## config.mk

```make
export PLATFORM = sky130hd
export DESIGN_NAME = udp_source_port_packet_filter_unit
export DESIGN_NICKNAME = d
export VERILOG_FILES = /design/src/hw/rtl/upf_pkg.sv /design/src/hw/rtl/upf_parse.sv /design/src/hw/rtl/upf_verdict.sv /design/src/hw/rtl/udp_source_port_packet_filter_unit.sv
export VERILOG_INCLUDE_DIRS = /design/src /design/src/hw/rtl
export SDC_FILE = /design/constraint.sdc
export NUM_CORES = 1
export LEC_CHECK = 0
export ABC_CLOCK_PERIOD_IN_PS = 5800
export BUFFER_PORTS_ARGS = -buffer_cell sky130_fd_sc_hd__buf_2
export CORE_MARGIN = 2
export CORE_UTILIZATION = 60
export DETAILED_ROUTE_END_ITERATION = 12
export GPL_TIMING_DRIVEN = 0
export PLACE_DENSITY = 0.8
export SLEW_MARGIN = 0
export SYNTH_ARGS = -nofsm -noshare
export SYNTH_HDL_FRONTEND = slang
export SYNTH_SLANG_ARGS = --single-unit
```

## constraint.sdc

```tcl
create_clock -name i_clk -period 5.8 [get_ports i_clk]
set_clock_uncertainty 0.05 [all_clocks]
set_input_delay 1.16 -clock i_clk [delete_from_list [all_inputs] [get_ports i_clk]]
set_output_delay 1.16 -clock i_clk [all_outputs]
set_load 0.05 [all_outputs]
```

## src/hw/rtl/assert_macros.svh

```systemverilog
// Assertion macros used by the filter's top-level RTL file.
`ifndef ASSERT_MACROS_SVH
`define ASSERT_MACROS_SVH

// Property must hold at every clock edge outside reset.
`define ASSERT_CLK(name, clk, rst_n, prop) \
    name: assert property (@(posedge clk) disable iff (!rst_n) (prop)) \
        else $error("assertion failed");

// Condition must never be true outside reset.
`define ASSERT_NEVER(name, clk, rst_n, cond) \
    name: assert property (@(posedge clk) disable iff (!rst_n) !(cond)) \
        else $error("forbidden condition seen");

`endif

```

## src/hw/rtl/upf_pkg.sv

```systemverilog
// Types and constants of the UDP source port frame filter.
`default_nettype none

package upf_pkg;

    localparam int BYTE_W  = 8;
    localparam int COUNT_W = 7;
    localparam int PORT_W  = 16;
    localparam int ETYPE_W = 16;
    localparam int IHL_W   = 4;
    localparam int CFG_A_W = 2;

    localparam int IN_TDATA_W  = 8;
    localparam int OUT_TDATA_W = 24;

    // Byte positions and lengths inside the frame
    localparam logic [COUNT_W-1:0] COUNT_MAX    = 7'd127;
    localparam logic [COUNT_W-1:0] ETYPE_HI_POS = 7'd12;
    localparam logic [COUNT_W-1:0] ETYPE_LO_POS = 7'd13;
    localparam logic [COUNT_W-1:0] ETH_HDR_LEN  = 7'd14;
    localparam logic [COUNT_W-1:0] PROTO_POS    = 7'd23;
    localparam logic [COUNT_W-1:0] IP_MIN_END   = 7'd34;
    localparam logic [COUNT_W-1:0] UDP_HDR_LEN  = 7'd8;

    localparam logic [ETYPE_W-1:0] ETHERTYPE_IPV4 = 16'h0800;
    localparam logic [BYTE_W-1:0]  PROTO_UDP      = 8'd17;

    localparam logic [PORT_W-1:0] PORT_LOW_RESET  = 16'd5350;
    localparam logic [PORT_W-1:0] PORT_HIGH_RESET = 16'd5357;

    typedef enum logic [2:0] {
        CAUSE_NOT_IPV4     = 3'd0,
        CAUSE_NOT_UDP      = 3'd1,
        CAUSE_PORT_ALLOWED = 3'd2,
        CAUSE_SHORT_ETH    = 3'd3,
        CAUSE_SHORT_IP     = 3'd4,
        CAUSE_SHORT_UDP    = 3'd5,
        CAUSE_PORT_MATCHED = 3'd6
    } t_cause;

    typedef enum logic [CFG_A_W-1:0] {
        CFG_PORT_LOW  = 2'd0,
        CFG_PORT_HIGH = 2'd1
    } t_cfg_idx;

    // Header fields as they stand after the current byte is taken in
    typedef struct packed {
        logic [COUNT_W-1:0] byte_count;
        logic [ETYPE_W-1:0] ether_type;
        logic [IHL_W-1:0]   ihl;
        logic [BYTE_W-1:0]  protocol;
        logic [PORT_W-1:0]  src_port;
    } t_frame_info;

    typedef struct packed {
        logic              drop;
        t_cause            cause;
        logic [PORT_W-1:0] source_port;
    } t_verdict;

endpackage

`default_nettype wire

```

## src/hw/rtl/upf_parse.sv

```systemverilog
// Frame header tracker: byte counter and capture of ethertype, ihl, protocol, source port.
`default_nettype none

module upf_parse (
    input  wire logic                       i_clk,
    input  wire logic                       i_rst_n,
    input  wire logic                       i_step,
    input  wire logic [upf_pkg::BYTE_W-1:0] i_byte,
    input  wire logic                       i_last,
    output upf_pkg::t_frame_info            o_info
);
    import upf_pkg::*;

    logic [COUNT_W-1:0] r_count, n_count;
    logic [ETYPE_W-1:0] r_etype, n_etype;
    logic [IHL_W-1:0]   r_ihl, n_ihl;
    logic [BYTE_W-1:0]  r_proto, n_proto;
    logic [PORT_W-1:0]  r_port, n_port;
    logic               in_range;
    logic [COUNT_W-1:0] port_start;

    // Header field updates for the byte at position r_count
    always_comb begin
        in_range   = (r_count < COUNT_MAX);
        n_count    = r_count;
        n_etype    = r_etype;
        n_ihl      = r_ihl;
        n_proto    = r_proto;
        n_port     = r_port;
        if (in_range) begin
            n_count = r_count + 7'd1;
            if (r_count == ETYPE_HI_POS) begin
                n_etype[15:8] = i_byte;
            end else if (r_count == ETYPE_LO_POS) begin
                n_etype[7:0] = i_byte;
            end
            if (r_count == ETH_HDR_LEN) begin
                n_ihl = i_byte[IHL_W-1:0];
            end
            if (r_count == PROTO_POS) begin
                n_proto = i_byte;
            end
        end
        // UDP header starts 4*ihl bytes after the Ethernet header
        port_start = ETH_HDR_LEN + {1'b0, n_ihl, 2'b00};
        if (in_range && (r_count >= ETH_HDR_LEN)) begin
            if (r_count == port_start) begin
                n_port[15:8] = i_byte;
            end else if (r_count == port_start + 7'd1) begin
                n_port[7:0] = i_byte;
            end
        end
    end

    assign o_info.byte_count = n_count;
    assign o_info.ether_type = n_etype;
    assign o_info.ihl        = n_ihl;
    assign o_info.protocol   = n_proto;
    assign o_info.src_port   = n_port;

    // Frame state; cleared after the last byte of each frame
    always_ff @(posedge i_clk) begin
        if (!i_rst_n) begin
            r_count <= '0;
            r_etype <= '0;
            r_port  <= '0;
        end else if (i_step) begin
            if (i_last) begin
                r_count <= '0;
                r_etype <= '0;
                r_port  <= '0;
            end else begin
                r_count <= n_count;
                r_etype <= n_etype;
                r_port  <= n_port;
            end
        end
    end

    // IP header bytes kept across frames, only read once written
    always_ff @(posedge i_clk) begin
        if (i_step) begin
            r_ihl   <= n_ihl;
            r_proto <= n_proto;
        end
    end

endmodule

`default_nettype wire

```

## src/hw/rtl/upf_verdict.sv

```systemverilog
// Frame classifier: length, ethertype, protocol and port range checks in order.
`default_nettype none

module upf_verdict (
    input  wire upf_pkg::t_frame_info        i_info,
    input  wire logic [upf_pkg::PORT_W-1:0]  i_port_low,
    input  wire logic [upf_pkg::PORT_W-1:0]  i_port_high,
    output upf_pkg::t_verdict                o_verdict
);
    import upf_pkg::*;

    logic [COUNT_W-1:0] udp_end;
    logic               port_hit;

    always_comb begin
        udp_end  = ETH_HDR_LEN + UDP_HDR_LEN + {1'b0, i_info.ihl, 2'b00};
        port_hit = (i_info.src_port >= i_port_low) && (i_info.src_port <= i_port_high);

        o_verdict.source_port = '0;
        if (i_info.byte_count < ETH_HDR_LEN) begin
            o_verdict.drop  = 1'b1;
            o_verdict.cause = CAUSE_SHORT_ETH;
        end else if (i_info.ether_type != ETHERTYPE_IPV4) begin
            o_verdict.drop  = 1'b0;
            o_verdict.cause = CAUSE_NOT_IPV4;
        end else if (i_info.byte_count < IP_MIN_END) begin
            o_verdict.drop  = 1'b1;
            o_verdict.cause = CAUSE_SHORT_IP;
        end else if (i_info.protocol != PROTO_UDP) begin
            o_verdict.drop  = 1'b0;
            o_verdict.cause = CAUSE_NOT_UDP;
        end else if (i_info.byte_count < udp_end) begin
            o_verdict.drop  = 1'b1;
            o_verdict.cause = CAUSE_SHORT_UDP;
        end else begin
            o_verdict.source_port = i_info.src_port;
            o_verdict.drop        = port_hit;
            o_verdict.cause       = port_hit ? CAUSE_PORT_MATCHED : CAUSE_PORT_ALLOWED;
        end
    end

endmodule

`default_nettype wire

```

## src/hw/rtl/udp_source_port_packet_filter_unit.sv

```systemverilog
// A frame's verdict goes through one input register, then one result register,
// and is held in the result register until the output stream accepts it.
// Throughput: one byte per cycle; the input only stalls while an unaccepted verdict sits in
// the result register and a byte waits in the input register.
// Bytes without the last flag give no output transfer.
// Reset (synchronous, active low) empties both registers, clears the byte count
// and loads port_low = 5350, port_high = 5357.
`default_nettype none
`include "assert_macros.svh"

module udp_source_port_packet_filter_unit (
    input  wire logic                            i_clk,
    input  wire logic                            i_rst_n,
    // Slave stream: frame bytes
    input  wire logic                            i_s_axis_tvalid,
    output logic                                 o_s_axis_tready,
    input  wire logic [upf_pkg::IN_TDATA_W-1:0]  i_s_axis_tdata,  // [7:0] frame_byte
    input  wire logic                            i_s_axis_tlast,  // end_of_frame
    // Master stream: verdicts
    output logic                                 o_m_axis_tvalid,
    input  wire logic                            i_m_axis_tready,
    output logic [upf_pkg::OUT_TDATA_W-1:0]      o_m_axis_tdata,  // [0] drop, [3:1] cause,
                                                                   // [19:4] source_port, rest 0
    // Configuration write port
    input  wire logic                            i_cfg_we,
    input  wire logic [upf_pkg::CFG_A_W-1:0]     i_cfg_addr,
    input  wire logic [upf_pkg::PORT_W-1:0]      i_cfg_wdata
);
    import upf_pkg::*;

    logic [PORT_W-1:0] r_port_low, r_port_high;
    logic              r_in_valid;
    logic [BYTE_W-1:0] r_in_byte;
    logic              r_in_last;
    logic              r_out_valid;
    t_verdict          r_out;

    logic              advance;
    logic              step;
    t_frame_info       info;
    t_verdict          verdict;

    // Configuration registers
    always_ff @(posedge i_clk) begin
        if (!i_rst_n) begin
            r_port_low  <= PORT_LOW_RESET;
            r_port_high <= PORT_HIGH_RESET;
        end else if (i_cfg_we) begin
            unique case (i_cfg_addr)
                CFG_PORT_LOW:  r_port_low  <= i_cfg_wdata;
                CFG_PORT_HIGH: r_port_high <= i_cfg_wdata;
                default: ;
            endcase
        end
    end

    // Pipeline moves when the result register is free or being drained
    assign advance         = !r_out_valid || i_m_axis_tready;
    assign step            = r_in_valid && advance;
    assign o_s_axis_tready = advance || !r_in_valid;

    // Input register
    always_ff @(posedge i_clk) begin
        if (!i_rst_n) begin
            r_in_valid <= 1'b0;
        end else if (o_s_axis_tready) begin
            r_in_valid <= i_s_axis_tvalid;
        end
    end

    always_ff @(posedge i_clk) begin
        if (o_s_axis_tready) begin
            r_in_byte <= i_s_axis_tdata[BYTE_W-1:0];
            r_in_last <= i_s_axis_tlast;
        end
    end

    upf_parse u_parse (
        .i_clk   (i_clk),
        .i_rst_n (i_rst_n),
        .i_step  (step),
        .i_byte  (r_in_byte),
        .i_last  (r_in_last),
        .o_info  (info)
    );

    upf_verdict u_verdict (
        .i_info      (info),
        .i_port_low  (r_port_low),
        .i_port_high (r_port_high),
        .o_verdict   (verdict)
    );

    // Result register
    always_ff @(posedge i_clk) begin
        if (!i_rst_n) begin
            r_out_valid <= 1'b0;
        end else if (advance) begin
            r_out_valid <= r_in_valid && r_in_last;
        end
    end

    always_ff @(posedge i_clk) begin
        if (step && r_in_last) begin
            r_out <= verdict;
        end
    end

    assign o_m_axis_tvalid = r_out_valid;
    assign o_m_axis_tdata  = {4'b0000, r_out.source_port, r_out.cause, r_out.drop};

    // A verdict only follows a last byte in the input register
    `ASSERT_CLK(a_out_from_last, i_clk, i_rst_n,
        $rose(r_out_valid) |-> $past(r_in_valid && r_in_last))

    // Drop flag agrees with the cause code
    `ASSERT_CLK(a_drop_matches_cause, i_clk, i_rst_n,
        r_out_valid |-> (r_out.drop == (r_out.cause == CAUSE_SHORT_ETH ||
            r_out.cause == CAUSE_SHORT_IP || r_out.cause == CAUSE_SHORT_UDP ||
            r_out.cause == CAUSE_PORT_MATCHED)))

    // Source port is reported only when the port check was reached
    `ASSERT_NEVER(a_port_without_udp, i_clk, i_rst_n,
        r_out_valid && (r_out.source_port != '0) &&
        r_out.cause != CAUSE_PORT_ALLOWED && r_out.cause != CAUSE_PORT_MATCHED)

    // Input side never stalls while the result register is empty
    `ASSERT_CLK(a_ready_when_empty, i_clk, i_rst_n,
        !r_out_valid |-> o_s_axis_tready)

endmodule

`default_nettype wire

```

==> metrics.md <==
| Metric | Value |
|---|---|
| Status | finished clean |
| Post-synth EDFFs | 41 |
| CP Launch Type | flop |
| Post-Synth Simple-Gate Area | 0.1997 |
| Critical-path top delay cell | dfxtp_1 |
| Reg-to-Reg End | o_m_axis_tdata[0]$_SDFFCE_PP1P_ |
| PD cells | 258.1 mW/mm^2 |
| CP startpoint | u_parse.r_count[0]$_SDFFE_PN0P_ |
| Iter 0 DRT Violations | 400 |
| Hold buffers post-CTS | 0 |
| CTS Root Cell | clkbuf_8 |
| Reg2reg path depth | 20 |
| DR DRC count | 0 |
| Met3 Use GR | 0.06499 |
| Hold Crit Depth | 2 |
| Post-Synth Adder-Cell Area | 0.08561 |
| Fin nets | 787 |
| Register area share after synthesis | 0.4284 |
| P_leak | 2.924 nW |
| Post-synth ARST share | 0 |
| Worst slew pin tran | 0.7283 ns |
| Reg clk slew, reported paths | 0.06 ns |
| Yosys cell types | 65 |
| Final Hold Viols | 0 |
| Peak supply drop | 0.0002630 V |
| RSZ-0062 raised after global routing | no |
| Slew Limit Headroom | 0.5139 |
| Hpwl dp | 11.30 mm |
| Largest net degree at the start of global routing | 21 |
| Total Wirelength | 15.46 mm |
| Critical path arrival | 5.38 ns |
| Maxcap violations | 0 |
| CTS tree | done |
| Total core area | 0.01023 sq mm |
| Cts repair resizes | 0 |
| Fillers | 770 |
| GR Layer Usage met1 | 0.3832 |
| Htree depth | 4 |
| Gr busiest metal | met2 |
| Synth Instances | 638 |
| Sum Neg Setup Slack | 0 ns |
| Routed len/inst | 17.95 microns |
| DR pass1 iterations | 5 |
| Period Utilization, post-route | 0.8957 |
| Postcts setup bufs | 0 |
| Min Clock Period, post-route | 5.195 ns |
| Antenna violations before repair | 0 |
| Ranking of synthesized cells by area | dfxtp_1, edfxtp_1, ha_1 |
| Setup slack, reg-to-reg | 0.60 ns |
| Placed Cells incl. Taps | 829 |
| Yosys warns | 0 |
| CP peak stage delay | 0.49 ns |
| CTS sink cnt | 114 |
| Die Width | 106.3 microns |
| Share of layout cells above drive strength 1 | 0.1752 |
| Multiplexer area fraction after synthesis | 0.06888 |
| Commonest non-fill, non-tap cell in the layout | dfxtp_1 |
| Synthesized flop and latch total | 114 |
| CP endpoint kind | flop |
| I/O Pins | 58 |
| Max Fclk | 192.5 MHz |
| Area leader, netlist | dfxtp_1 |
| Post-DRT Antenna Nets | 0 |
| Compound-Gate Fraction of Synth Area | 0.1455 |
| Total GRT Usage | 0.2874 |
| Slew Viols, Final | 0 |
| Met2 Usage GRT | 0.4570 |
| Start of the worst register-to-register path | u_parse.r_count[0]$_SDFFE_PN0P_ |
| # port buffers | 52 |
| Via-to-Cell Ratio | 5.957 |
| Layout area overhead | 15.25% |
| Hold Startpoint | r_port_high[15]$_SDFFE_PN0P_ |
| Clock buffer depth | 2 |
| First-pass GRT wire length | 24.92 mm |
| Cell seen most often among critical-path stages | ha_1 |
| Placer congestion estimate | 0.9093 |
| Crit Path Class | flop to flop |
| Die area | 0.01131 sq mm |
| Post-Synth XOR/XNOR Area | 0.01254 |
| Most used DFF post-synth | dfxtp_1 |
| DIE HEIGHT | 106.3 microns |
| Worst EP required | 5.99 ns |
| Antenna cells | 0 |
| Vias in the first global route | 4951 |
| CTS Buf Count | 17 |
| Hold Crit Endpoint | r_port_high[15]$_SDFFE_PN0P_ |
| Worst skew pair latency | 0.52 ns |
| Starting Density | 0.6143 |
| CP max FO | 10 |
| Crit path cell chain | inv_1 -> ha_1 -> nand4_4 -> mux2i_1 -> ha_1 -> xor2_1 -> nor2_1 -> o21ai_0 -> o221a_2 -> nand4_4 -> buf_6 -> mux2_4 -> ha_1 -> a21o_1 -> a21o_1 -> a21oi_1 -> o21a_1 -> nand3_1 -> a31oi_1 -> o21bai_1 |
| Largest family of logic cells by synthesized area | simple AND/OR/NAND/NOR gates |
| Final setup vio count | 0 |
| Highest-count cells in the layout ignoring fill and taps | dfxtp_1, nand2_1, buf_2 |
| Hold Path Class | flop to flop |
| Gr ovfl total | 0 |
| Row count | 37 |
| Synth Area per Inst | 9.851 sq um |
| Post-synth top area share | 0.2325 |
| Mapped Area | 0.006285 sq mm |
| Vias | 5129 |
| Finished Layout Cells | 861 |
[flip-flops by register name, indices dropped and copies added, names as in the netlist]
| register | count |
|---|---|
| o_m_axis_tdata | 20 |
| o_m_axis_tvalid | 1 |
| r_in_byte | 8 |
| r_in_last | 1 |
| r_in_valid | 1 |
| r_port_high | 16 |
| r_port_low | 16 |
| u_parse.r_count | 7 |
| u_parse.r_etype | 16 |
| u_parse.r_ihl | 4 |
| u_parse.r_port | 16 |
| u_parse.r_proto | 8 |
[routing by layer]
layer,vias up,wire length [microns]
met1,2454,6837
met5,-,0
met2,202,7285
li1,2443,-
met4,0,350
met3,30,982
[cells in the mapped netlist (all sizes together) (2+ instances only)]
library cell / number
dfxtp: 73
nand2: 70
nor2b: 52
inv: 45
ha: 43
edfxtp: 41
nand3: 27
a21oi: 24
clkbuf: 22
mux2: 22
a22oi: 21
a21boi: 19
buf: 17
mux2i: 17
o211ai: 17
o21ai: 12
nand4: 10
nor2: 9
nand4b: 8
o311ai: 8
a21o: 7
nand3b: 7
nor3: 7
nor4: 7
nand2b: 6
xor2: 5
a31oi: 4
xnor2: 4
a211oi: 3
a41oi: 3
and4: 3
o21a: 3
a2111oi: 2
and2: 2
or2b: 2
or3b: 2
[cell type report]
| class | count | area, sq um | area share |
|---|---|---|---|
| well taps | 136 | 170.2 | 0.02349 |
| clock inverters | 13 | 95.09 | 0.01313 |
| flip-flops and latches | 114 | 2693 | 0.3717 |
| repair buffers | 52 | 260.3 | 0.03593 |
| multi-input cells | 443 | 3234 | 0.4465 |
| inverters | 45 | 168.9 | 0.02332 |
| plain buffers | 39 | 200.2 | 0.02764 |
| clock buffers | 19 | 421.7 | 0.05821 |
[power breakdown]
| group | leakage, nW | total (mW) | internal (mW) | switching, mW |
|---|---|---|---|---|
| sequential | 0.969 | 0.852 | 0.842 | 0.0101 |
| combinational | 1.70 | 0.109 | 0.0360 | 0.0729 |
| clock | 0.253 | 0.908 | 0.557 | 0.352 |
[logic make-up after synthesis]
logic type,Yosys count
AND/OR/NAND/NOR,220
AO/OA/AOI/OAI,128
flip-flops,114
buffers and inverters,84
adder cells (fa/ha/maj),43
multiplexers,39
XOR/XNOR,9
other,1
[worst max-delay path, delay by kind of cell (launching register included)]
family	cells	cell delay, ns
buffers and inverters	2	0.32
muxes	2	0.68
AOI/OAI and AO/OA	8	1.62
DFF	1	0.49
adders and majority gates	3	0.87
and+or+nand+nor	4	0.53
xor gates and xnor gates	1	0.35
[through the flow]
| stage | total power, mW | worst slack [ns] | hold slack [ns] | util | cell area, sq um |
|---|---|---|---|---|---|
| finish | 1.869 | 0.6049 | 0.4147 | 0.7080 | 7243 |
| CTS | 1.871 | 0.6403 | 0.4176 | 0.7080 | 7243 |
| global placement | 0.9699 | 0.9579 | 0.4031 | 0.6575 | 6726 |
| floorplan | 0.9343 | 1.499 | 0.3935 | - | 6296 |
| detailed placement | 0.9734 | 0.7763 | 0.4101 | 0.6575 | 6726 |
| global route | 1.930 | 0.2963 | 0.4370 | 0.7080 | 7243 |
[worst max path at each step]
stage                                      end  slack, ns  cells after the start
5_1_grt        o_m_axis_tdata[0]$_SDFFCE_PP1P_       0.30                     20
4_1_cts        o_m_axis_tdata[0]$_SDFFCE_PP1P_       0.64                     19
3_5_place_dp   o_m_axis_tdata[0]$_SDFFCE_PP1P_       0.78                     19
3_3_place_gp   o_m_axis_tdata[0]$_SDFFCE_PP1P_       0.96                     19
2_1_floorplan  o_m_axis_tdata[0]$_SDFFCE_PP1P_       1.50                     19
6_report       o_m_axis_tdata[0]$_SDFFCE_PP1P_       0.60                     20
Note: power is estimated with default switching activity, not from simulation.
